==> src/rtl/core/eldd_pkg.sv <==
package eldd_pkg;

	// Number of digit modules in the row and LEDs on each module.
	localparam int DIGIT_COUNT    = 8;
	localparam int LEDS_PER_DIGIT = 20;
	localparam int LED_TOTAL      = DIGIT_COUNT * LEDS_PER_DIGIT;

	// Width of an index into the per-position stores.
	localparam int POS_W = (DIGIT_COUNT > 1) ? $clog2(DIGIT_COUNT) : 1;

	// Digit code that shows nothing, and the distance between the two LEDs of a digit.
	localparam logic [3:0] DIGIT_BLANK = 4'd15;
	localparam logic [4:0] HALF_OFFSET = 5'd10;
	localparam logic [7:0] ASCII_ZERO  = 8'd48;
	localparam logic [7:0] ASCII_NINE  = 8'd57;

	// The LED index is split by 20 as (index * 205) >> 12, exact for any 8-bit index.
	localparam logic [7:0] DIV20_MUL   = 8'd205;
	localparam int         DIV20_SHIFT = 12;
	localparam int         QUO_W       = 4;

	// Request codes.
	localparam logic [2:0] REQ_CLEAR = 3'd0;
	localparam logic [2:0] REQ_PUSH  = 3'd1;
	localparam logic [2:0] REQ_WRITE = 3'd2;
	localparam logic [2:0] REQ_ON    = 3'd3;
	localparam logic [2:0] REQ_OFF   = 3'd4;
	localparam logic [2:0] REQ_READ  = 3'd5;

	typedef struct packed {
		logic [2:0] req_type;
		logic [7:0] char_code;
		logic [2:0] position;
		logic       all_positions;
		logic [7:0] red;
		logic [7:0] green;
		logic [7:0] blue;
		logic [7:0] led_index;
	} req_t;

	typedef struct packed {
		logic [7:0] pixel_red;
		logic [7:0] pixel_green;
		logic [7:0] pixel_blue;
		logic       pixel_lit;
	} res_t;

	// Commands from the controller to the datapath.
	typedef struct packed {
		logic load;
		logic exec;
	} cmd_t;

	// Status from the datapath to the controller.
	typedef struct packed {
		logic is_read;
	} status_t;

	// Offset of the lower lit LED of a digit within its module.
	function automatic logic [4:0] slot_of_digit(input logic [3:0] d);
		logic [4:0] s;
		unique case (d)
			4'd0: s = 5'd3;
			4'd1: s = 5'd4;
			4'd2: s = 5'd2;
			4'd3: s = 5'd0;
			4'd4: s = 5'd8;
			4'd5: s = 5'd6;
			4'd6: s = 5'd5;
			4'd7: s = 5'd7;
			4'd8: s = 5'd9;
			4'd9: s = 5'd1;
			default: s = 5'd0;
		endcase
		return s;
	endfunction

endpackage

==> src/rtl/core/edge_lit_digit_display_controller_unit.sv <==
// A request accepted at a clock edge runs its execute cycle next; a read's
// result is on the result ports, with done high, in the cycle after that execute edge.
// A new request is not taken during the execute step, only once the controller is idle.
// The receiver cannot stall: done is high for exactly one cycle with each read result.
// Reset (arst_n low) blanks every digit, sets all on colors to white and off colors
// to black, and returns the controller to idle with no result pending.
module edge_lit_digit_display_controller_unit
	import eldd_pkg::*;
(
	input  logic clk,
	input  logic arst_n,
	input  logic start,
	output logic busy,
	input  req_t request,
	output logic done,
	output res_t result
);

	// The controller sequences each request through a capture step and an execute
	// step; the datapath holds the digit codes and the per-position colors.
	cmd_t    cmd;
	status_t status;

	// The controller raises busy during the execute cycle only, so a new request
	// can be taken in the same cycle as the previous read result is shown.
	eldd_ctrl u_ctrl (
		.clk    (clk),
		.arst_n (arst_n),
		.start  (start),
		.status (status),
		.cmd    (cmd),
		.busy   (busy),
		.done   (done)
	);

	// On capture the datapath latches the request and splits the LED index into
	// its digit position; on execute it applies the update or forms the pixel.
	eldd_datapath u_datapath (
		.clk     (clk),
		.arst_n  (arst_n),
		.cmd     (cmd),
		.request (request),
		.status  (status),
		.result  (result)
	);

endmodule

==> src/rtl/core/eldd_ctrl.sv <==
module eldd_ctrl
	import eldd_pkg::*;
(
	input  logic    clk,
	input  logic    arst_n,
	input  logic    start,
	input  status_t status,
	output cmd_t    cmd,
	output logic    busy,
	output logic    done
);

	typedef enum logic [1:0] {
		ST_IDLE = 2'b01,
		ST_EXEC = 2'b10
	} state_t;

	state_t state_q;
	state_t state_d;
	logic   done_q;

	always_comb begin
		state_d  = state_q;
		cmd.load = 1'b0;
		cmd.exec = 1'b0;
		unique case (state_q)
			ST_IDLE: begin
				if (start) begin
					cmd.load = 1'b1;
					state_d  = ST_EXEC;
				end
			end
			ST_EXEC: begin
				cmd.exec = 1'b1;
				state_d  = ST_IDLE;
			end
			default: begin
				state_d = ST_IDLE;
			end
		endcase
	end

	always_ff @(posedge clk or negedge arst_n) begin
		if (!arst_n) begin
			state_q <= ST_IDLE;
			done_q  <= 1'b0;
		end else begin
			state_q <= state_d;
			done_q  <= cmd.exec && status.is_read;
		end
	end

	assign busy = (state_q != ST_IDLE);
	assign done = done_q;

	// A result only ever follows an execute cycle.
	a_done_after_exec: assert property (@(posedge clk) disable iff (!arst_n)
		done |-> $past(state_q == ST_EXEC))
		else $error("result strobe without a preceding execute cycle");

	// Each request occupies exactly one execute cycle.
	a_busy_single: assert property (@(posedge clk) disable iff (!arst_n)
		busy |=> !busy)
		else $error("controller stayed busy for more than one cycle");

	// An accepted request always moves the controller to execute.
	a_accept_exec: assert property (@(posedge clk) disable iff (!arst_n)
		(start && !busy) |=> (busy && cmd.exec))
		else $error("accepted request did not reach execute");

	// The result appears when the controller is idle again.
	a_done_idle: assert property (@(posedge clk) disable iff (!arst_n)
		done |-> !busy)
		else $error("result strobe while busy");

endmodule

==> src/rtl/core/eldd_datapath.sv <==
module eldd_datapath
	import eldd_pkg::*;
(
	input  logic    clk,
	input  logic    arst_n,
	input  cmd_t    cmd,
	input  req_t    request,
	output status_t status,
	output res_t    result
);

	req_t             req_q;
	logic [QUO_W-1:0] quo_q;
	res_t             result_q;

	logic [3:0]  digit_q   [DIGIT_COUNT];
	logic [23:0] on_rgb_q  [DIGIT_COUNT];
	logic [23:0] off_rgb_q [DIGIT_COUNT];

	logic [15:0]      div_prod;
	logic [QUO_W-1:0] quo_d;

	logic             char_ok;
	logic [3:0]       char_digit;
	logic             wr_pos_ok;
	logic [POS_W-1:0] wr_pos;
	logic [23:0]      new_rgb;

	logic [7:0]       base_led;
	logic [7:0]       off_full;
	logic [4:0]       led_off;
	logic             in_range;
	logic [POS_W-1:0] rd_pos;
	logic [3:0]       rd_digit;
	logic [4:0]       slot;
	logic             lit;
	logic [23:0]      rd_rgb;

	// Position of the LED to read, taken from the incoming request.
	assign div_prod = {8'd0, request.led_index} * {8'd0, DIV20_MUL};
	assign quo_d    = div_prod[DIV20_SHIFT +: QUO_W];

	always_comb begin
		char_ok    = (req_q.char_code >= ASCII_ZERO) && (req_q.char_code <= ASCII_NINE);
		char_digit = 4'(req_q.char_code - ASCII_ZERO);
		wr_pos_ok  = ({5'd0, req_q.position} < 8'(DIGIT_COUNT));
		wr_pos     = POS_W'(req_q.position);
		new_rgb    = {req_q.red, req_q.green, req_q.blue};

		base_led = 8'({4'd0, quo_q} * 8'd20);
		off_full = req_q.led_index - base_led;
		led_off  = off_full[4:0];
		in_range = ({8'd0, req_q.led_index} < 16'(LED_TOTAL));
		rd_pos   = POS_W'(quo_q);
		rd_digit = digit_q[rd_pos];
		slot     = slot_of_digit(rd_digit);
		lit      = in_range && (rd_digit < 4'd10) &&
		           ((led_off == slot) || (led_off == (slot + HALF_OFFSET)));
		if (!in_range) begin
			rd_rgb = 24'd0;
		end else if (lit) begin
			rd_rgb = on_rgb_q[rd_pos];
		end else begin
			rd_rgb = off_rgb_q[rd_pos];
		end
	end

	always_ff @(posedge clk) begin
		if (cmd.load) begin
			req_q <= request;
			quo_q <= quo_d;
		end
		if (cmd.exec) begin
			result_q.pixel_red   <= rd_rgb[23:16];
			result_q.pixel_green <= rd_rgb[15:8];
			result_q.pixel_blue  <= rd_rgb[7:0];
			result_q.pixel_lit   <= lit;
		end
	end

	always_ff @(posedge clk or negedge arst_n) begin
		if (!arst_n) begin
			for (int i = 0; i < DIGIT_COUNT; i++) begin
				digit_q[i]   <= DIGIT_BLANK;
				on_rgb_q[i]  <= 24'hFFFFFF;
				off_rgb_q[i] <= 24'h000000;
			end
		end else if (cmd.exec) begin
			unique case (req_q.req_type)
				REQ_CLEAR: begin
					for (int i = 0; i < DIGIT_COUNT; i++) begin
						digit_q[i] <= DIGIT_BLANK;
					end
				end
				REQ_PUSH: begin
					if (char_ok) begin
						for (int i = DIGIT_COUNT - 1; i > 0; i--) begin
							digit_q[i] <= digit_q[i-1];
						end
						digit_q[0] <= char_digit;
					end
				end
				REQ_WRITE: begin
					if (char_ok && wr_pos_ok) begin
						digit_q[wr_pos] <= char_digit;
					end
				end
				REQ_ON: begin
					if (req_q.all_positions) begin
						for (int i = 0; i < DIGIT_COUNT; i++) begin
							on_rgb_q[i] <= new_rgb;
						end
					end else if (wr_pos_ok) begin
						on_rgb_q[wr_pos] <= new_rgb;
					end
				end
				REQ_OFF: begin
					if (req_q.all_positions) begin
						for (int i = 0; i < DIGIT_COUNT; i++) begin
							off_rgb_q[i] <= new_rgb;
						end
					end else if (wr_pos_ok) begin
						off_rgb_q[wr_pos] <= new_rgb;
					end
				end
				default: begin
				end
			endcase
		end
	end

	assign status.is_read = (req_q.req_type == REQ_READ);
	assign result         = result_q;

endmodule
==> config.mk <==
export PLATFORM = sky130hd
export DESIGN_NAME = edge_lit_digit_display_controller_unit
export DESIGN_NICKNAME = d
export VERILOG_FILES = /design/src/rtl/core/eldd_pkg.sv /design/src/rtl/core/edge_lit_digit_display_controller_unit.sv /design/src/rtl/core/eldd_ctrl.sv /design/src/rtl/core/eldd_datapath.sv
export SDC_FILE = /design/constraint.sdc
export NUM_CORES = 1
export LEC_CHECK = 0
export BUFFER_PORTS_ARGS = -buffer_cell sky130_fd_sc_hd__buf_2
export CAP_MARGIN = 20
export CORE_UTILIZATION = 59
export CTS_CLUSTER_DIAMETER = 200
export CTS_CLUSTER_SIZE = 14
export DETAILED_ROUTE_END_ITERATION = 12
export PLACE_DENSITY_LB_ADDON = 0.08
export SYNTH_ARGS = -nofsm -noshare
export SYNTH_HDL_FRONTEND = slang
export SYNTH_SLANG_ARGS = --single-unit
export TNS_END_PERCENT = 100
==> constraint.sdc <==
create_clock -name clk -period 4.4 [get_ports clk]
set_input_delay 0.66 -clock clk [delete_from_list [all_inputs] [get_ports clk]]
set_output_delay 0.66 -clock clk [all_outputs]
set_load 0.02 [all_outputs]
Word level (Yosys, flattened, before mapping)
Memories as Yosys holds them, arrays and structs flattened. Index checks and enable logic that the tools add are counted.

Bits in read-only memories: 64. Register bits after elaboration: 495. Logic and storage cells: 105. Output and inout port bits: 27. Memories: 1. Input port bits: 50.

Memory list: (name not given) (depth 16, bits a word 4, rd ports 1, clocked after Yosys merged registers in 0, wr ports 0, RTL line eldd_pkg.sv:62) `unique case (d)`.

$add $sub $neg: 3. Bitwise operators: 2. Multipliers: 2. $lt $le $gt $ge: 7. Muxes and demuxes: 27. Reductions and logical operators: 11. Equality and inequality tests: 13.

Operators with widths (count): 192-bit bitwise mux (2); 192-bit 2-to-1 mux (2); 24-bit binary-select mux with 3-bit select (2); 24-bit 2-to-1 mux (6); 32-bit case mux with 3 select lines (1); 24-bit demux with 3-bit select (1); 32-bit 2-to-1 mux (2); 32-bit bitwise mux (1); 8-bit by 8-bit multiplier with 16-bit output (second input constant) (1); 4-bit binary-select mux with 3-bit select (1); 4-bit demux with 3-bit select (1); 4-bit 2-to-1 mux (3); 5-bit == test (2); 4-bit greater-or-equal comparator (second input constant) (2); 8-bit by 6-bit greater-or-equal comparator with 1-bit output (second input constant) (1); 8-bit by 6-bit <= comparator with 1-bit output (second input constant) (1); 8-bit less-than comparator (second input constant) (1); 3-bit NOT with 4-bit output (2); 3-bit by 2-bit == test with 1-bit output (second input constant) (2); 3-bit == test (second input constant) (2); 2-bit by 1-bit inequality test with 1-bit output (second input constant) (3); 5-bit by 4-bit adder with 5-bit output (second input constant) (1); 1-bit logical AND (5); 5-bit subtractor (1); other kinds (15) (19).

Depth between registers and ports, before layout
An unclocked memory read counts as a cell.

Depth in word-level cells: 10. Depth in mapped cells: 16. Depth with buffers taken out: 13.

By module
A second synthesis with hierarchy kept.

Cell total of the unflattened synthesis: 1524. Area total of the unflattened synthesis: 23401.2 um2.

Modules (own cells, without submodules): eldd_datapath (area each 23278.6 um2, instances 1, seq. area each 12942.4 um2, cells each 1515); eldd_ctrl (area each 122.6 um2, instances 1, seq. area each 76.3 um2, cells each 9).

Worst setup path after synthesis
No wires, ideal clock.

Path kind: register to register. Start: register u_datapath.quo_q[0]. End: register u_datapath.result_q (netlist bit u_datapath.result[13]), data pin. Cell stages (with the launch flop): 17. Slack: 0.643 ns. Data arrival time: 3.496 ns. Required time: 4.139 ns. Clock period less this slack: 3.757 ns. Library setup time: 0.261 ns. Buffers on the path: 4. Path through: edfxtp_1 > clkbuf_1 > buf_2 > mux4_2 > mux2i_4 > buf_2 > nor2_1 > nor3_1 > ha_1 > xnor2_1 > nand2_1 > o32ai_1 > o221ai_1 > a211o_1 > a21oi_4 > buf_12 > mux2i_1.

Longest elaborated chain between the ends: 10. Elaborated cells between the ends (all ways): 21. Classes of those cells: add/sub (2); mul (1); order compare (1); eq/ne (2); mux (10); bitwise (1); reduce/logical (3); memory (1).

Ends and longest elaborated chain: start: declaration (RTL line eldd_datapath.sv:13) `logic [QUO_W-1:0] quo_q;`; start signal: assignment (RTL line eldd_datapath.sv:71) `quo_q <= quo_d;`; 3-bit NOT with 4-bit output (implied by the code) (RTL line eldd_datapath.sv:55, eldd_datapath.sv:62, eldd_datapath.sv:64); 4-bit binary-select mux with 3-bit select (RTL line eldd_datapath.sv:55) `rd_digit = digit_q[rd_pos];`; 4-bit 2-to-1 mux (implied by the code) (2 in a row) (RTL line eldd_datapath.sv:55); memory 16 x 4 bit; 5-bit by 4-bit adder with 5-bit output (RTL line eldd_datapath.sv:58) `((led_off == slot) || (led_off == (slot + HALF_OFFSET)));`; 5-bit == test (RTL line eldd_datapath.sv:58); 1-bit logical OR (RTL line eldd_datapath.sv:58); 1-bit logical AND (RTL line eldd_datapath.sv:57) `lit = in_range && (rd_digit < 4'd10) &&`; 24-bit 2-to-1 mux * (RTL line eldd_datapath.sv:61) `end else if (lit) begin`; end: declaration (RTL line eldd_datapath.sv:14) `res_t result_q;`.

Every way passes the cells marked *; elsewhere a longest branch is shown, timed or not. The select of a mux whose other input is x is not followed. A chain may end at the register's enable or synchronous reset.

Worst setup path after layout
Start: register u_datapath.quo_q[2]. End: register u_datapath.result_q (netlist bit u_datapath.result[4]), data pin.

Same word-level chain as after synthesis.

==> metrics.txt <==
Netlist cell types 54; kind of critical path reg -> reg; CTS resizes 0; via count 13000; Worst-path clk slew 0.07 ns; top cells by count, synth 410 x mux2_2, 225 x dfstp_2, 194 x dfrtp_1; total global routing track utilization 26.6%; ratio of cells with drive above 1 in the final layout 58.0%; fmax 0.247 GHz; crit start category flip-flop; clock root cell clkbuf_16; worst-margin pin slew 1.16 ns; synth warn 0; Crit Path Max Fanout 13; overall power 12.6 mW; # rows 72; commonest register cell after synthesis dfstp_2; Port Buf Inserts 76; CTS tree done; hold buffers post-CTS 0; wire length per cell 24.3 um; DIE HEIGHT 201 um; # Max-Cap Violations 0; fin crit share 92.0%; Worst EP arrival 4.45 ns; first-pass GRT wire length 81.2 mm; HP Class in -> async; dpl hpwl 29.8 mm; final setup fails 0; clk_skew 0.0252 ns; Initial Util 60.0%; Post-Synthesis Cell Area 23300 um2; # IOs 77; core area 38800 um2; Net count, final 1666; H-tree Lvls 2; Cell Area, Placed 24400 um2; TritonCTS buffer count 41; number of flops mapped to enable cells by yosys 75; GRT overflow 0; Rel. slew slack 22.6%; Detailed Routing Iterations Pass 1 5; Synth top area share 25.4%; outcome complete, no violations; top cell type by total area after synthesis dfstp_2; CP Capture Type flip-flop; Hold Fails Final Rpt 0; Critical Path RT 4.81 ns; unrepaired setup endpoints after global routing no; clock sink count 494; Peak VDD IR 343 uV; PwrDens 492 nW/um2; worst hold margin 0.101 ns; final instance area 25600 um2; die width 201 um; Syn Inst Count 1517; total wire length after detailed routing 51.3 mm; Via density 6.17; initial antenna violation count 1; Post-Syn Area per Cell 15.4 um2; clk buf depth 3; area grow syn2layout 9.91%; die area 40300 um2; post-CTS setup buffers 0; largest net degree at the start of global routing 98; antenna viol nets, final 0; Seq/Total Area, Yosys 55.9%; Clk Latency, worst-skew pair 0.57 ns; most frequent cell after synthesis mux2_2; post-synthesis register bit count 494; Post-Route Setup TNS 0 ns; FFs w/ async S/R, synth 84.8%; Util after Layout 66.0%; Synth area leaders dfstp_2 25%, dfrtp_1 21%, mux2_2 20%, mux4_2 9.9%, edfxtp_1 9.7%; 1st-iter DRT viols 701; vias in the first global route 13800; routability cong. 0.863; Tmin final 4.05 ns; fin. max-slew vios 0; Syn Nets 1622; Post-route DRC 0; Lkg Pwr 11.0 nW
layout by cell type (no fill, tap or decap), types with 10 or more instances in the layout:
cell | netlist | final
mux2_2 | 410 | 410
dfstp_2 | 225 | 225
dfrtp_1 | 194 | 194
mux4_2 | 102 | 102
buf_2 | 2 | 75
edfxtp_1 | 75 | 75
mux2i_1 | 51 | 51
ha_1 | 45 | 45
nand2_1 | 44 | 44
a21oi_1 | 43 | 43
clkbuf_16 | 0 | 42
nor2_1 | 37 | 37
buf_4 | 0 | 33
clkbuf_1 | 95 | 30
o22ai_1 | 28 | 28
inv_1 | 26 | 25
o21ai_4 | 0 | 15
xnor2_1 | 12 | 12
fa_1 | 10 | 10
per-stage QoR:
step                      setup slack [ns]  cells
after detailed placement             0.259   2034
after CTS                            0.323   2108
after global routing                0.0176   2111
after global placement               0.347   2034
after floorplan                      0.643   1517
final                                0.353   2111
power breakdown:
| group | internal, mW | switching, mW | total (mW) |
|---|---|---|---|
| clock network | 1.80 | 1.62 | 3.41 |
| registers | 5.66 | 0.491 | 6.16 |
| logic | 1.62 | 1.41 | 3.03 |
| total | 9.08 | 3.51 | 12.6 |
cells by family (layout without fill, tap and decap cells):
kind of cell | Yosys count | in the layout | synth area share [%]
mux | 567 | 567 | 32.2
flops | 494 | 494 | 55.9
buf+inv | 141 | 216 | 2.45
simple gates | 122 | 122 | 2.43
compound gates | 120 | 120 | 3.07
fa+ha+maj | 55 | 55 | 3.27
xor+xnor | 18 | 18 | 0.676
other cells | 0 | 1 | 0
worst paths after layout:
kind,end,startpoint,slack (ns),cells after the start
worst min-delay path,u_datapath.off_rgb_q[132]$_DFFE_PN0P_,arst_n,0.10,1
worst max register to register,u_datapath.result[4]$_SDFFCE_PP0N_,u_datapath.quo_q[2]$_DFFE_PP_,0.35,12
max in group asynchronous,u_datapath.on_rgb_q[88]$_DFFE_PN1P_,arst_n,3.29,2
min in group clk,u_datapath.new_rgb[8]$_DFFE_PP_,request[16],0.26,1
worst min register to register,u_datapath.off_rgb_q[125]$_DFFE_PN0P_,u_datapath.off_rgb_q[125]$_DFFE_PN0P_,0.50,1
worst max-delay path,u_datapath.result[4]$_SDFFCE_PP0N_,u_datapath.quo_q[2]$_DFFE_PP_,0.35,12
sequential cells by signal, summed over array words and instances (netlist names):
name and cells:
u_datapath.off_rgb_q 192, u_datapath.result 25, u_datapath.quo_q 3, u_ctrl.done 1, u_datapath.wr_pos 3, u_datapath.req_q 20, u_datapath.new_rgb 24, u_ctrl.state_q 2
u_datapath.on_rgb_q 192, u_datapath.digit_q 32
final cells by class:
type,count,area (um2)
diodes,1,2.50
clock buffers,72,1160
well taps,518,648
repair buffers,115,741
multi-input cells,882,9920
clock inverters,2,27.5
fillers,2817,13200
flip-flops and latches,494,13000
inverters,27,101
routing by layer:
metal	wire, um	track usage (%)	vias up
li1	-	-	5735
met1	22400	36.6	6945
met2	26000	44.7	267
met3	1910	3.99	71
met4	1040	6.82	0
met5	0	0	-
worst max-delay path, stage by stage (launching register included):
cell and delay [ns]:
edfxtp_1 0.65, mux4_1 0.63, mux2_2 0.38, nor3_1 0.35
ha_1 0.22, xnor2_1 0.17, nand2_1 0.10, o32ai_1 0.22
o221ai_1 0.15, a211o_1 0.29, a21oi_4 0.16, buf_4 0.33
mux2i_1 0.25
Power figures use the tool's default switching activity.
